## src/sv/angh_pkg.sv

```systemverilog
`timescale 1ns / 1ps
// ---------------------------------------------------------------------------
// Noise gate package
// Default widths, register indexes and the status structs shared by the
// gate detector, the bit-serial multiplier and the top level.
// ---------------------------------------------------------------------------
package angh_pkg;

	localparam int SAMPLE_BITS_DEF = 24;
	localparam int HOLD_BITS_DEF   = 16;
	localparam int COEF_BITS       = 24;

	// configuration register indexes
	localparam int CFG_IDX_W = 2;
	localparam logic [CFG_IDX_W-1:0] REG_THRESHOLD = 2'd0;
	localparam logic [CFG_IDX_W-1:0] REG_ATTACK    = 2'd1;
	localparam logic [CFG_IDX_W-1:0] REG_RELEASE   = 2'd2;
	localparam logic [CFG_IDX_W-1:0] REG_HOLD      = 2'd3;

	// multiplier status: finish pulse plus the rounding bits shifted out
	typedef struct packed {
		logic done;
		logic last;    // most recent bit shifted out of the product
		logic sticky;  // OR of all earlier bits shifted out
	} mul_flags_t;

	// gate decision for one sample
	typedef struct packed {
		logic neg;
		logic open;
	} gate_flags_t;

endpackage

```

## src/sv/angh_gate_detect.sv

```systemverilog
`timescale 1ns / 1ps
// ---------------------------------------------------------------------------
// Gate detector
// Takes the magnitude of a signed sample and compares it with the
// threshold, clamped to one, to form the gate target.
// ---------------------------------------------------------------------------
module angh_gate_detect #(
	parameter int SAMPLE_BITS = angh_pkg::SAMPLE_BITS_DEF
) (
	input  logic [SAMPLE_BITS-1:0] sample,
	input  logic [SAMPLE_BITS-1:0] threshold,
	output logic [SAMPLE_BITS-1:0] mag,
	output angh_pkg::gate_flags_t  flags
);
	import angh_pkg::*;

	localparam logic [SAMPLE_BITS-1:0] ONE = SAMPLE_BITS'(1) << (SAMPLE_BITS - 1);

	logic [SAMPLE_BITS-1:0] thr_c;

	// clamp threshold to one
	assign thr_c = (threshold > ONE) ? ONE : threshold;

	// negate in place; the most negative sample maps to one
	assign mag = sample[SAMPLE_BITS-1] ? (SAMPLE_BITS'(0) - sample) : sample;

	assign flags.neg  = sample[SAMPLE_BITS-1];
	assign flags.open = (mag >= thr_c);

endmodule

```

## src/sv/angh_serial_mul.sv

```systemverilog
`timescale 1ns / 1ps
// ---------------------------------------------------------------------------
// Bit-serial multiplier
// Shift-add unit: one multiplier bit per cycle, product shifted right so
// only a W+1 bit adder is needed. Bits shifted out feed rounding flags.
// ---------------------------------------------------------------------------
module angh_serial_mul #(
	parameter int W  = angh_pkg::SAMPLE_BITS_DEF,
	parameter int YW = angh_pkg::COEF_BITS,
	parameter int CW = $clog2(YW + 1)
) (
	input  logic                 clk,
	input  logic                 arst_n,
	input  logic                 start,
	input  logic [CW-1:0]        n,
	input  logic [W-1:0]         x,
	input  logic [YW-1:0]        y,
	output logic [W-1:0]         p,
	output angh_pkg::mul_flags_t flags
);
	import angh_pkg::*;

	logic          busy_q;
	logic          done_q;
	logic [CW-1:0] cnt_q;
	logic [W-1:0]  x_q;
	logic [YW-1:0] y_q;
	logic [W-1:0]  p_q;
	logic          last_q;
	logic          sticky_q;
	logic [W:0]    sum;

	// add the multiplicand when the current multiplier bit is set
	assign sum = {1'b0, p_q} + (y_q[0] ? {1'b0, x_q} : {(W+1){1'b0}});

	// sequence control
	always_ff @(posedge clk or negedge arst_n) begin
		if (!arst_n) begin
			busy_q <= 1'b0;
			done_q <= 1'b0;
			cnt_q  <= '0;
		end else begin
			done_q <= 1'b0;
			if (start) begin
				busy_q <= 1'b1;
				cnt_q  <= n;
			end else if (busy_q) begin
				cnt_q <= cnt_q - CW'(1);
				if (cnt_q == CW'(1)) begin
					busy_q <= 1'b0;
					done_q <= 1'b1;
				end
			end
		end
	end

	// datapath: load on start, shift one bit per cycle while busy
	always_ff @(posedge clk) begin
		if (start) begin
			x_q      <= x;
			y_q      <= y;
			p_q      <= '0;
			last_q   <= 1'b0;
			sticky_q <= 1'b0;
		end else if (busy_q) begin
			p_q      <= sum[W:1];
			last_q   <= sum[0];
			sticky_q <= sticky_q | last_q;
			y_q      <= y_q >> 1;
		end
	end

	assign p            = p_q;
	assign flags.done   = done_q;
	assign flags.last   = last_q;
	assign flags.sticky = sticky_q;

endmodule

```

## src/sv/audio_noise_gate_hold.sv

```systemverilog
`timescale 1ns / 1ps
// ---------------------------------------------------------------------------
// Noise gate with hold
// Gates a signed audio stream with a smoothed gain, held open for a set
// number of samples after the signal drops below the threshold.
// ---------------------------------------------------------------------------
// Usage:
//   Input beats (in_valid/in_stall) carry one signed sample each; output
//   beats (out_valid/out_stall) carry the gated sample and the gain after it.
//   One item is in work at a time; in_stall stays high from acceptance until
//   the result has moved into the output register.
//   When the gain is smoothed, both products go through one bit-serial
//   multiplier, one bit per cycle: first coefficient times gain, then
//   magnitude times gain. While the hold counter runs, only the second
//   product is formed.
//   Configuration (cfg_we/cfg_index/cfg_data) is written while idle; unused
//   indexes are ignored.
//   Reset clears config, state, gain, hold counter and out_valid; no item is
//   pending afterwards. A stalled result holds in the output register, and
//   the next item may already be accepted and worked on behind it.
// ---------------------------------------------------------------------------
module audio_noise_gate_hold #(
	parameter int SAMPLE_BITS = angh_pkg::SAMPLE_BITS_DEF,
	parameter int HOLD_BITS   = angh_pkg::HOLD_BITS_DEF,
	localparam int CFG_W =
		(SAMPLE_BITS > angh_pkg::COEF_BITS) ?
		((SAMPLE_BITS > HOLD_BITS) ? SAMPLE_BITS : HOLD_BITS) :
		((angh_pkg::COEF_BITS > HOLD_BITS) ? angh_pkg::COEF_BITS : HOLD_BITS)
) (
	input  logic                                clk,
	input  logic                                arst_n,
	input  logic                                cfg_we,
	input  logic [angh_pkg::CFG_IDX_W-1:0]      cfg_index,
	input  logic [CFG_W-1:0]                    cfg_data,
	input  logic                                in_valid,
	output logic                                in_stall,
	input  logic signed [SAMPLE_BITS-1:0]       in_sample,
	output logic                                out_valid,
	input  logic                                out_stall,
	output logic signed [SAMPLE_BITS-1:0]       out_sample,
	output logic [SAMPLE_BITS-1:0]              gain_now
);
	import angh_pkg::*;

	localparam int S     = SAMPLE_BITS;
	localparam int YW    = (COEF_BITS > S) ? COEF_BITS : S;
	localparam int CW    = $clog2(YW + 1);
	localparam logic [S-1:0] ONE = S'(1) << (S - 1);

	localparam logic [1:0] ST_IDLE   = 2'd0;
	localparam logic [1:0] ST_SMOOTH = 2'd1;
	localparam logic [1:0] ST_OUTMUL = 2'd2;
	localparam logic [1:0] ST_EMIT   = 2'd3;

	// configuration
	logic [S-1:0]         thr_q;
	logic [COEF_BITS-1:0] att_q;
	logic [COEF_BITS-1:0] rel_q;
	logic [HOLD_BITS-1:0] hold_len_q;

	// state
	logic [1:0]           state_q;
	logic [S-1:0]         gain_q;
	logic [HOLD_BITS:0]   hold_cnt_q;
	logic [S-1:0]         mag_q;
	logic                 neg_q;
	logic                 tgt_q;
	logic [S-1:0]         res_q;

	// output register
	logic                 out_valid_q;
	logic [S-1:0]         out_sample_q;
	logic [S-1:0]         gain_out_q;

	logic                 accept;
	logic [S-1:0]         mag;
	gate_flags_t          gate;
	logic                 tgt_below;
	logic                 hold_gt;
	logic                 out_free;

	logic                 mul_start;
	logic [CW-1:0]        mul_n;
	logic [S-1:0]         mul_x;
	logic [YW-1:0]        mul_y;
	logic [S-1:0]         mul_p;
	mul_flags_t           mul_f;

	logic [S:0]           ceil_p;
	logic [S-1:0]         gain_next;
	logic [S:0]           q_out;
	logic [S-1:0]         res_next;

	angh_gate_detect #(
		.SAMPLE_BITS(S)
	) u_detect (
		.sample   (in_sample),
		.threshold(thr_q),
		.mag      (mag),
		.flags    (gate)
	);

	angh_serial_mul #(
		.W (S),
		.YW(YW),
		.CW(CW)
	) u_mul (
		.clk   (clk),
		.arst_n(arst_n),
		.start (mul_start),
		.n     (mul_n),
		.x     (mul_x),
		.y     (mul_y),
		.p     (mul_p),
		.flags (mul_f)
	);

	assign accept    = in_valid && !in_stall;
	assign in_stall  = (state_q != ST_IDLE);
	assign out_free  = !out_valid_q || !out_stall;

	// target is zero or one, so it is below the gain only when closed and gain nonzero
	assign tgt_below = !gate.open && (gain_q != '0);
	assign hold_gt   = (hold_cnt_q > {1'b0, hold_len_q});

	// smoothing result: floor for a closing target, one minus ceiling when opening
	assign ceil_p    = {1'b0, mul_p} + {{S{1'b0}}, (mul_f.sticky | mul_f.last)};
	assign gain_next = tgt_q ? (ONE - ceil_p[S-1:0]) : mul_p;

	// output product divided by one, rounded toward minus infinity
	assign q_out    = {mul_p, mul_f.last} + {{S{1'b0}}, (neg_q & mul_f.sticky)};
	assign res_next = neg_q ? (S'(0) - q_out[S-1:0]) : q_out[S-1:0];

	// steer the shared multiplier
	always_comb begin
		mul_start = 1'b0;
		mul_n     = CW'(S);
		mul_x     = mag_q;
		mul_y     = YW'(gain_next);
		if (accept) begin
			mul_start = 1'b1;
			if (tgt_below && !hold_gt) begin
				mul_n = CW'(S);
				mul_x = mag;
				mul_y = YW'(gain_q);
			end else begin
				mul_n = CW'(COEF_BITS);
				mul_x = gate.open ? (ONE - gain_q) : gain_q;
				mul_y = tgt_below ? YW'(att_q) : YW'(rel_q);
			end
		end else if (state_q == ST_SMOOTH && mul_f.done) begin
			mul_start = 1'b1;
		end
	end

	// configuration writes
	always_ff @(posedge clk or negedge arst_n) begin
		if (!arst_n) begin
			thr_q      <= '0;
			att_q      <= '0;
			rel_q      <= '0;
			hold_len_q <= '0;
		end else if (cfg_we) begin
			case (cfg_index)
				REG_THRESHOLD: thr_q      <= cfg_data[S-1:0];
				REG_ATTACK:    att_q      <= cfg_data[COEF_BITS-1:0];
				REG_RELEASE:   rel_q      <= cfg_data[COEF_BITS-1:0];
				REG_HOLD:      hold_len_q <= cfg_data[HOLD_BITS-1:0];
				default: ;
			endcase
		end
	end

	// sequencer, gain and hold counter
	always_ff @(posedge clk or negedge arst_n) begin
		if (!arst_n) begin
			state_q    <= ST_IDLE;
			gain_q     <= '0;
			hold_cnt_q <= '0;
		end else begin
			case (state_q)
				ST_IDLE: begin
					if (accept) begin
						if (tgt_below && !hold_gt) begin
							hold_cnt_q <= hold_cnt_q + (HOLD_BITS+1)'(1);
							state_q    <= ST_OUTMUL;
						end else begin
							if (!tgt_below) begin
								hold_cnt_q <= '0;
							end
							state_q <= ST_SMOOTH;
						end
					end
				end
				ST_SMOOTH: begin
					if (mul_f.done) begin
						gain_q  <= gain_next;
						state_q <= ST_OUTMUL;
					end
				end
				ST_OUTMUL: begin
					if (mul_f.done) begin
						state_q <= ST_EMIT;
					end
				end
				ST_EMIT: begin
					if (out_free) begin
						state_q <= ST_IDLE;
					end
				end
				default: state_q <= ST_IDLE;
			endcase
		end
	end

	// per-item payload
	always_ff @(posedge clk) begin
		if (accept) begin
			mag_q <= mag;
			neg_q <= gate.neg;
			tgt_q <= gate.open;
		end
		if (state_q == ST_OUTMUL && mul_f.done) begin
			res_q <= res_next;
		end
	end

	// output register: drop on a taken beat, load from the emit state
	always_ff @(posedge clk or negedge arst_n) begin
		if (!arst_n) begin
			out_valid_q <= 1'b0;
		end else if (state_q == ST_EMIT && out_free) begin
			out_valid_q <= 1'b1;
		end else if (!out_stall) begin
			out_valid_q <= 1'b0;
		end
	end

	always_ff @(posedge clk) begin
		if (state_q == ST_EMIT && out_free) begin
			out_sample_q <= res_q;
			gain_out_q   <= gain_q;
		end
	end

	assign out_valid  = out_valid_q;
	assign out_sample = out_sample_q;
	assign gain_now   = gain_out_q;

endmodule

```

## config.mk

```make
export PLATFORM = sky130hd
export DESIGN_NAME = audio_noise_gate_hold
export DESIGN_NICKNAME = d
export VERILOG_FILES = /design/src/sv/angh_pkg.sv /design/src/sv/angh_gate_detect.sv /design/src/sv/angh_serial_mul.sv /design/src/sv/audio_noise_gate_hold.sv
export SDC_FILE = /design/constraint.sdc
export NUM_CORES = 1
export LEC_CHECK = 0
export BUFFER_PORTS_ARGS = -buffer_cell sky130_fd_sc_hd__buf_4
export CAP_MARGIN = 15
export CORE_MARGIN = 2
export CORE_UTILIZATION = 50
export CTS_BUF_LIST = sky130_fd_sc_hd__clkbuf_16
export DETAILED_ROUTE_END_ITERATION = 7
export PLACE_DENSITY = 0.76
export SLEW_MARGIN = 20
export SYNTH_ARGS = -nofsm -noshare
export SYNTH_HDL_FRONTEND = slang
export SYNTH_SLANG_ARGS = --single-unit
```

## constraint.sdc

```tcl
create_clock -name clk -period 9.75 [get_ports clk]
set_clock_uncertainty 0.05 [all_clocks]
set_input_delay 0 -clock clk [delete_from_list [all_inputs] [get_ports clk]]
set_output_delay 0 -clock clk [all_outputs]
set_load 0.05 [all_outputs]
```

### Word level (Yosys, flattened, before mapping)

Index checks and enable logic that the tools add are counted.

| storage, ports and cells | value |
|---|---|
| output and inout port bits | 50 |
| bits of input ports | 55 |
| flip-flop bits (word level) | 311 |
| logic and storage cells | 106 |

| operators by class | value |
|---|---|
| magnitude comparators | 3 |
| equality and inequality tests | 13 |
| $add $sub $neg | 9 |
| bitwise logic cells | 2 |
| reduce and logical (&&, ||, !) cells | 24 |
| muxes and demuxes | 33 |

Operators with widths:

| kind | number |
|---|---|
| $mux 24 | 13 |
| $add 24x1->24 | 2 |
| $sub 1x24->24 const A | 2 |
| $sub 24x24->24 const A | 2 |
| $mux 17 | 2 |
| $add 24x24->25 | 1 |
| $ge 24x24->1 | 1 |
| $gt 24x24->1 const B | 1 |
| $reduce_bool 24->1 | 1 |
| $add 17x1->17 const B | 1 |
| $gt 17x16->1 | 1 |
| $mux 1 | 10 |
| $mux 2 | 5 |
| $mux 5 | 2 |
| $reduce_and 2->1 | 5 |
| $eq 2x2->1 const B | 4 |
| $ne 2x1->1 const B | 4 |
| $pmux 2 s4 | 1 |
| $logic_and 1x1->1 | 6 |
| $eq 5x1->1 const B | 1 |
| $logic_not 1->1 | 5 |
| $sub 5x1->5 const B | 1 |
| $eq 2x1->1 const B | 2 |
| $logic_not 2->1 | 2 |
| other kinds (7) | 9 |

### Longest topological paths before layout

| logic depth | value |
|---|---|
| depth after elaboration | 9 |
| mapped depth | 20 |
| gate-level depth less buffers | 19 |

### Modules after synthesis

A second synthesis with hierarchy kept.

| unflattened totals | value |
|---|---|
| cells, all modules | 1819 |
| area total of the unflattened synthesis | 18705.4 sq um |

By module, submodules not included:

| module | instances | cells each | seq. area each (sq um) | area an instance (sq um) |
|---|---|---|---|---|
| audio_noise_gate_hold | 1 | 1244 | 6246.0 | 13125.1 |
| angh_serial_mul | 1 | 412 | 2137.0 | 4438.0 |
| angh_gate_detect | 1 | 163 | 0.0 | 1142.3 |

### Least setup slack after synthesis

No wires, ideal clock.

| timing path | value |
|---|---|
| path type | register to register |
| from | register out_valid_q (netlist: out_valid) |
| to | register gain_out_q[0] (netlist: gain_now[0]) (enable) |
| slack | 5037 ps |
| path buffers | 0 |
| setup time | 527 ps |
| required time | 9173 ps |
| cell stages (with the launch flop) | 2 |
| clock period less this slack | 4713 ps |
| data arrival time | 4136 ps |
| cell sequence | dfrtp_1 -> a21boi_0 |

| on the way | value |
|---|---|
| longest elaborated chain between the ends | 3 |

Ends and longest elaborated chain:

| item | RTL line | source |
|---|---|---|
| start: declaration | audio_noise_gate_hold.sv:71 | `logic out_valid_q;` |
| start signal: assignment | audio_noise_gate_hold.sv:231 | `out_valid_q <= 1'b0;` |
| start signal: assignment | audio_noise_gate_hold.sv:233 | `out_valid_q <= 1'b1;` |
| start signal: assignment | audio_noise_gate_hold.sv:235 | `out_valid_q <= 1'b0;` |
| $logic_not 1->1 | audio_noise_gate_hold.sv:120 | `assign out_free = !out_valid_q \|\| !out_stall;` |
| $logic_or 1x1->1 | audio_noise_gate_hold.sv:120 |  |
| $logic_and 1x1->1 | audio_noise_gate_hold.sv:240 | `if (state_q == ST_EMIT && out_free) begin` |
| end signal: assignment | audio_noise_gate_hold.sv:242 | `gain_out_q <= gain_q;` |
| end: declaration | audio_noise_gate_hold.sv:73 | `logic [S-1:0] gain_out_q;` |

Every way passes these cells.
A chain may end at the register's enable or synchronous reset.

### Worst setup path in the final report

| timing path | value |
|---|---|
| from | input in_sample[2] |
| to | register u_mul.x_q[15] (data pin) |

| on the way | value |
|---|---|
| longest elaborated chain between the ends | 8 |
| elaborated cells on any way between the ends | 9 |
| classes of those cells | add/sub: 1; order compare: 1; mux: 4; reduce/logical: 3 |

Ends and longest elaborated chain:

| item | RTL line | source |
|---|---|---|
| start: declaration | audio_noise_gate_hold.sv:37 | `input logic signed [SAMPLE_BITS-1:0] in_sample,` |
| $sub 1x24->24 (*) | angh_gate_detect.sv:25 | `assign mag = sample[SAMPLE_BITS-1] ? (SAMPLE_BITS'(0) - sample) : sample;` |
| $mux 24 (*) | angh_gate_detect.sv:25 |  |
| net mag[21] | audio_noise_gate_hold.sv:76 | `logic [S-1:0] mag;` |
| $ge 24x24->1 (*) | angh_gate_detect.sv:28 | `assign flags.open = (mag >= thr_c);` |
| $logic_not 1->1 | audio_noise_gate_hold.sv:123 | `assign tgt_below = !gate.open && (gain_q != '0);` |
| $logic_and 1x1->1 | audio_noise_gate_hold.sv:123 |  |
| $logic_and 1x1->1 | audio_noise_gate_hold.sv:142 | `if (tgt_below && !hold_gt) begin` |
| $mux 24 (*) | audio_noise_gate_hold.sv:142 |  |
| $mux 24 (*) | audio_noise_gate_hold.sv:140 | `if (accept) begin` |
| net mul_x[15] | audio_noise_gate_hold.sv:84 | `logic [S-1:0] mul_x;` |
| end signal: assignment | angh_serial_mul.sv:60 | `x_q <= x;` |
| end: declaration | angh_serial_mul.sv:26 | `logic [W-1:0] x_q;` |

The timed path passes the listed nets; every way through them passes the cells marked *.

==> summary.json <==
{
  "power_and_ir_drop": {
    "report.power.total_uw": 6400,
    "powerDensity_mw_per_mm2": 306,
    "largest_vdd_supply_drop_v": 0.000171,
    "cellLeakagePower_uw": 0.00881
  },
  "clock_tree": {
    "clk_latency_ns": 0.54,
    "cts_hold_buf": 57,
    "clkSinkCount": 311,
    "cts_tree": "built",
    "ctsResizeCount": 0,
    "cts.root.buffer_cell": "sky130_fd_sc_hd__clkbuf_16",
    "cts_buffers": 35,
    "postCtsSetupBuffers": 0,
    "ctsHtreeMaxLevel": 2,
    "clk_pin_slew_ns": 0.06,
    "cts_buffer_depth": 3
  },
  "route": {
    "totalWireLength_um": 46600,
    "total_number_of_vias": 14100,
    "first_iter_violations": 1140,
    "drcViolationCount": 0,
    "firstDrtPassIters": 6,
    "postRouteAntennaNets": 0,
    "via_per_inst": 5.92,
    "post_drt_wl_per_cell_um": 19.7
  },
  "die": {
    "initial_util": 0.505,
    "die_w_um": 193,
    "die_height_um": 193,
    "area_of_the_core_sq_mm": 0.0354,
    "rows": 69,
    "die-area_sq_mm": 0.0373,
    "io-pin-count": 105
  },
  "logic_synthesis": {
    "synth_largest_type_area_fraction": 0.245,
    "synth_area_per_cell_sq_um": 10.3,
    "synth.distinct_cells": 75,
    "syn-instance-count": 1734,
    "postSynthRegisterBits": 311,
    "synth_async_sr_flop_share": 0.447,
    "predominant_post_synthesis_flop_cell": "sky130_fd_sc_hd__edfxtp_1",
    "yosysTopAreaCell": "sky130_fd_sc_hd__edfxtp_1",
    "syn_area_sq_mm": 0.0179,
    "synth.top_cells.by_area": "sky130_fd_sc_hd__edfxtp_1, sky130_fd_sc_hd__dfrtp_1, sky130_fd_sc_hd__ha_1, sky130_fd_sc_hd__mux2_2, sky130_fd_sc_hd__xnor2_1",
    "synth_edf_count": 146,
    "yosysSeqAreaShare": 0.469,
    "synth_nets": 1911,
    "ys.warnings.count": 0
  },
  "sta": {
    "setup_repair_after_global_routing_missed_its_margin": "no",
    "fmax_ghz": 0.176,
    "setup-violations-final": 0,
    "report.final.hold_viol_count": 3,
    "tns_setup_ns": 0,
    "timing_worst_slew_pin_value_ns": 1.07,
    "post-route-period-util": 0.582,
    "report.final.slew_viol_count": 0,
    "final.hold.worst_slack_ns": -0.00446,
    "relSlewSlack": 0.287,
    "final.min_clock_period_ns": 5.68
  },
  "place": {
    "placed_cells_incl_taps": 2250,
    "port_buffers": 104,
    "sum_of_net_half_perimeters_after_detailed_placement_um": 33300,
    "globalplace.congestion": 0.906
  },
  "final_layout": {
    "layout.cells.most_common_list": "sky130_fd_sc_hd__nor2_1, sky130_fd_sc_hd__nand2_1, sky130_fd_sc_hd__edfxtp_1, sky130_fd_sc_hd__dfrtp_1, sky130_fd_sc_hd__o21ai_0",
    "drive_gt1_frac": 0.148,
    "instances_no_fill": 2372,
    "number_of_fill_cells": 2884,
    "final_common_cell": "sky130_fd_sc_hd__nor2_1",
    "nets": 2060,
    "area_growth_pct": 16.9
  },
  "grt": {
    "first_global_vias": 13700,
    "grt_pass1_wl_um": 73200,
    "grt_antenna_before_repair": 0,
    "grt_use_total": 0.253,
    "gr-total-overflow": 0,
    "grt_max_degree": 72
  },
  "critical_path": {
    "timing.critical_path.from": "in_sample[2]",
    "worst_setup_path_start_kind": "input pin",
    "worst-path-max-fanout": 30,
    "worst_ep_arrival_time_ns": 6.00,
    "critical_path.endpoint_type": "register",
    "worst_r2r_startpoint": "thr_q[17]$_DFFE_PN0P_",
    "cp_data_required_time_ns": 10.07,
    "timing.setup.critical_path_class": "in2reg"
  },
  "outcome": {
    "violations_in_the_final_reports": "negative hold slack",
    "run_status": "complete, but fails checks"
  },
  "min_path": {
    "min-delay-path-class": "in2async"
  },
  "run": {
    "maxCapViolations": 0
  }
}
==> path summary, 6_finish.rpt <==
path | endpoint | slack, ns | cells after the start
max in group asynchronous | rel_q[14]$_DFFE_PN0P_ | 8.26 | 3
worst max-delay path | u_mul.x_q[15]$_DFFE_PN_ | 4.07 | 18
worst min register to register | out_sample[15]$_DFFE_PP_ | 0.37 | 0
worst min-delay path | thr_q[17]$_DFFE_PN0P_ | -0.004 | 2
min in group clk | thr_q[1]$_DFFE_PN0P_ | 0.08 | 4
worst max register to register | u_mul.x_q[15]$_DFFE_PN_ | 4.70 | 14
==> synth_stat cells, types with 3 or more instances <==
cell	count
sky130_fd_sc_hd__a31oi_1	13
sky130_fd_sc_hd__mux2i_1	34
sky130_fd_sc_hd__o21ai_0	136
sky130_fd_sc_hd__a211o_1	3
sky130_fd_sc_hd__clkbuf_1	53
sky130_fd_sc_hd__ha_1	121
sky130_fd_sc_hd__or3_1	18
sky130_fd_sc_hd__a21o_1	23
sky130_fd_sc_hd__and3_1	12
sky130_fd_sc_hd__o31ai_1	30
sky130_fd_sc_hd__a221oi_1	4
sky130_fd_sc_hd__o22ai_1	11
sky130_fd_sc_hd__inv_1	74
sky130_fd_sc_hd__nor4_1	13
sky130_fd_sc_hd__or2_2	4
sky130_fd_sc_hd__buf_2	5
sky130_fd_sc_hd__buf_1	4
sky130_fd_sc_hd__a211oi_1	27
sky130_fd_sc_hd__o211ai_1	22
sky130_fd_sc_hd__mux2_2	88
sky130_fd_sc_hd__o221ai_1	5
sky130_fd_sc_hd__nor2b_1	6
sky130_fd_sc_hd__dfrtp_1	139
sky130_fd_sc_hd__nand4_1	14
sky130_fd_sc_hd__o41ai_1	6
sky130_fd_sc_hd__dfxtp_1	26
sky130_fd_sc_hd__nand3_1	29
sky130_fd_sc_hd__and2_1	33
sky130_fd_sc_hd__or4_1	6
sky130_fd_sc_hd__xnor2_1	108
sky130_fd_sc_hd__nand2b_1	6
sky130_fd_sc_hd__nor2_1	154
sky130_fd_sc_hd__edfxtp_1	146
sky130_fd_sc_hd__o21a_1	11
sky130_fd_sc_hd__o211a_1	3
sky130_fd_sc_hd__a21boi_0	6
sky130_fd_sc_hd__nand3b_1	7
sky130_fd_sc_hd__xor2_1	24
sky130_fd_sc_hd__a21oi_1	87
sky130_fd_sc_hd__nor3_1	27
sky130_fd_sc_hd__nand2_1	149
==> kinds of logic after synthesis <==
| family | share of synthesized area |
|---|---|
| flip-flops | 0.469 |
| AO/OA/AOI/OAI | 0.142 |
| XOR/XNOR | 0.0647 |
| buffers and inverters | 0.0312 |
| adder cells (fa/ha/maj) | 0.0858 |
| multiplexers | 0.0745 |
| AND/OR/NAND/NOR | 0.133 |
==> per-stage QoR <==
stage          cell area, sq um  hold WS [ns]  setup WS (ns)  utilization
2_1_floorplan             17900        -0.346           5.04            -
3_3_place_gp              19100   -0.00000483           4.32        0.540
3_5_place_dp              19100       0.00544           4.14        0.540
4_1_cts                   20900        0.0159           4.16        0.590
5_1_grt                   20900        0.0458           3.58        0.590
6_report                  20900      -0.00446           4.07        0.590
==> worst max-delay path: stages <==
cell and delay, ns:
sky130_fd_sc_hd__dlygate4sd3_1 0.54, sky130_fd_sc_hd__buf_4 0.15, sky130_fd_sc_hd__or3_1 0.37, sky130_fd_sc_hd__or4_1 0.45, sky130_fd_sc_hd__or3_1 0.37, sky130_fd_sc_hd__or3_1 0.43
sky130_fd_sc_hd__o41ai_1 0.41, sky130_fd_sc_hd__xnor2_1 0.23, sky130_fd_sc_hd__ha_1 0.30, sky130_fd_sc_hd__a21o_1 0.18, sky130_fd_sc_hd__a21o_1 0.17, sky130_fd_sc_hd__a221oi_1 0.21
sky130_fd_sc_hd__o21ai_0 0.22, sky130_fd_sc_hd__or3_4 0.59, sky130_fd_sc_hd__nor2_1 0.77, sky130_fd_sc_hd__buf_4 0.33, sky130_fd_sc_hd__nor2_1 0.06, sky130_fd_sc_hd__o21ai_0 0.18
==> cell type report <==
cell class,instances,area [sq um],share of cell area
clock buffers,36,901,0.0431
repair buffers,179,1490,0.0713
flip-flops and latches,311,8380,0.401
diodes,1,2.50,0.000120
clock inverters,28,298,0.0143
multi-input cells,1281,8960,0.429
well taps,461,577,0.0276
inverters,75,282,0.0135
==> report_power, final <==
part	switching, uW	internal, uW	leakage (uW)
logic	1760	1170	0.00486
clock network	543	832	0.000600
registers	317	1780	0.00334
==> routing by layer <==
layer	vias to the layer above	wire [um]	GRT usage
met3	83	3420	0.0349
met4	0	1110	0.0772
met1	6829	19800	0.341
li1	6598	-	-
met5	-	0	0
met2	541	22300	0.424
Note: power is estimated with default switching activity, not from simulation.
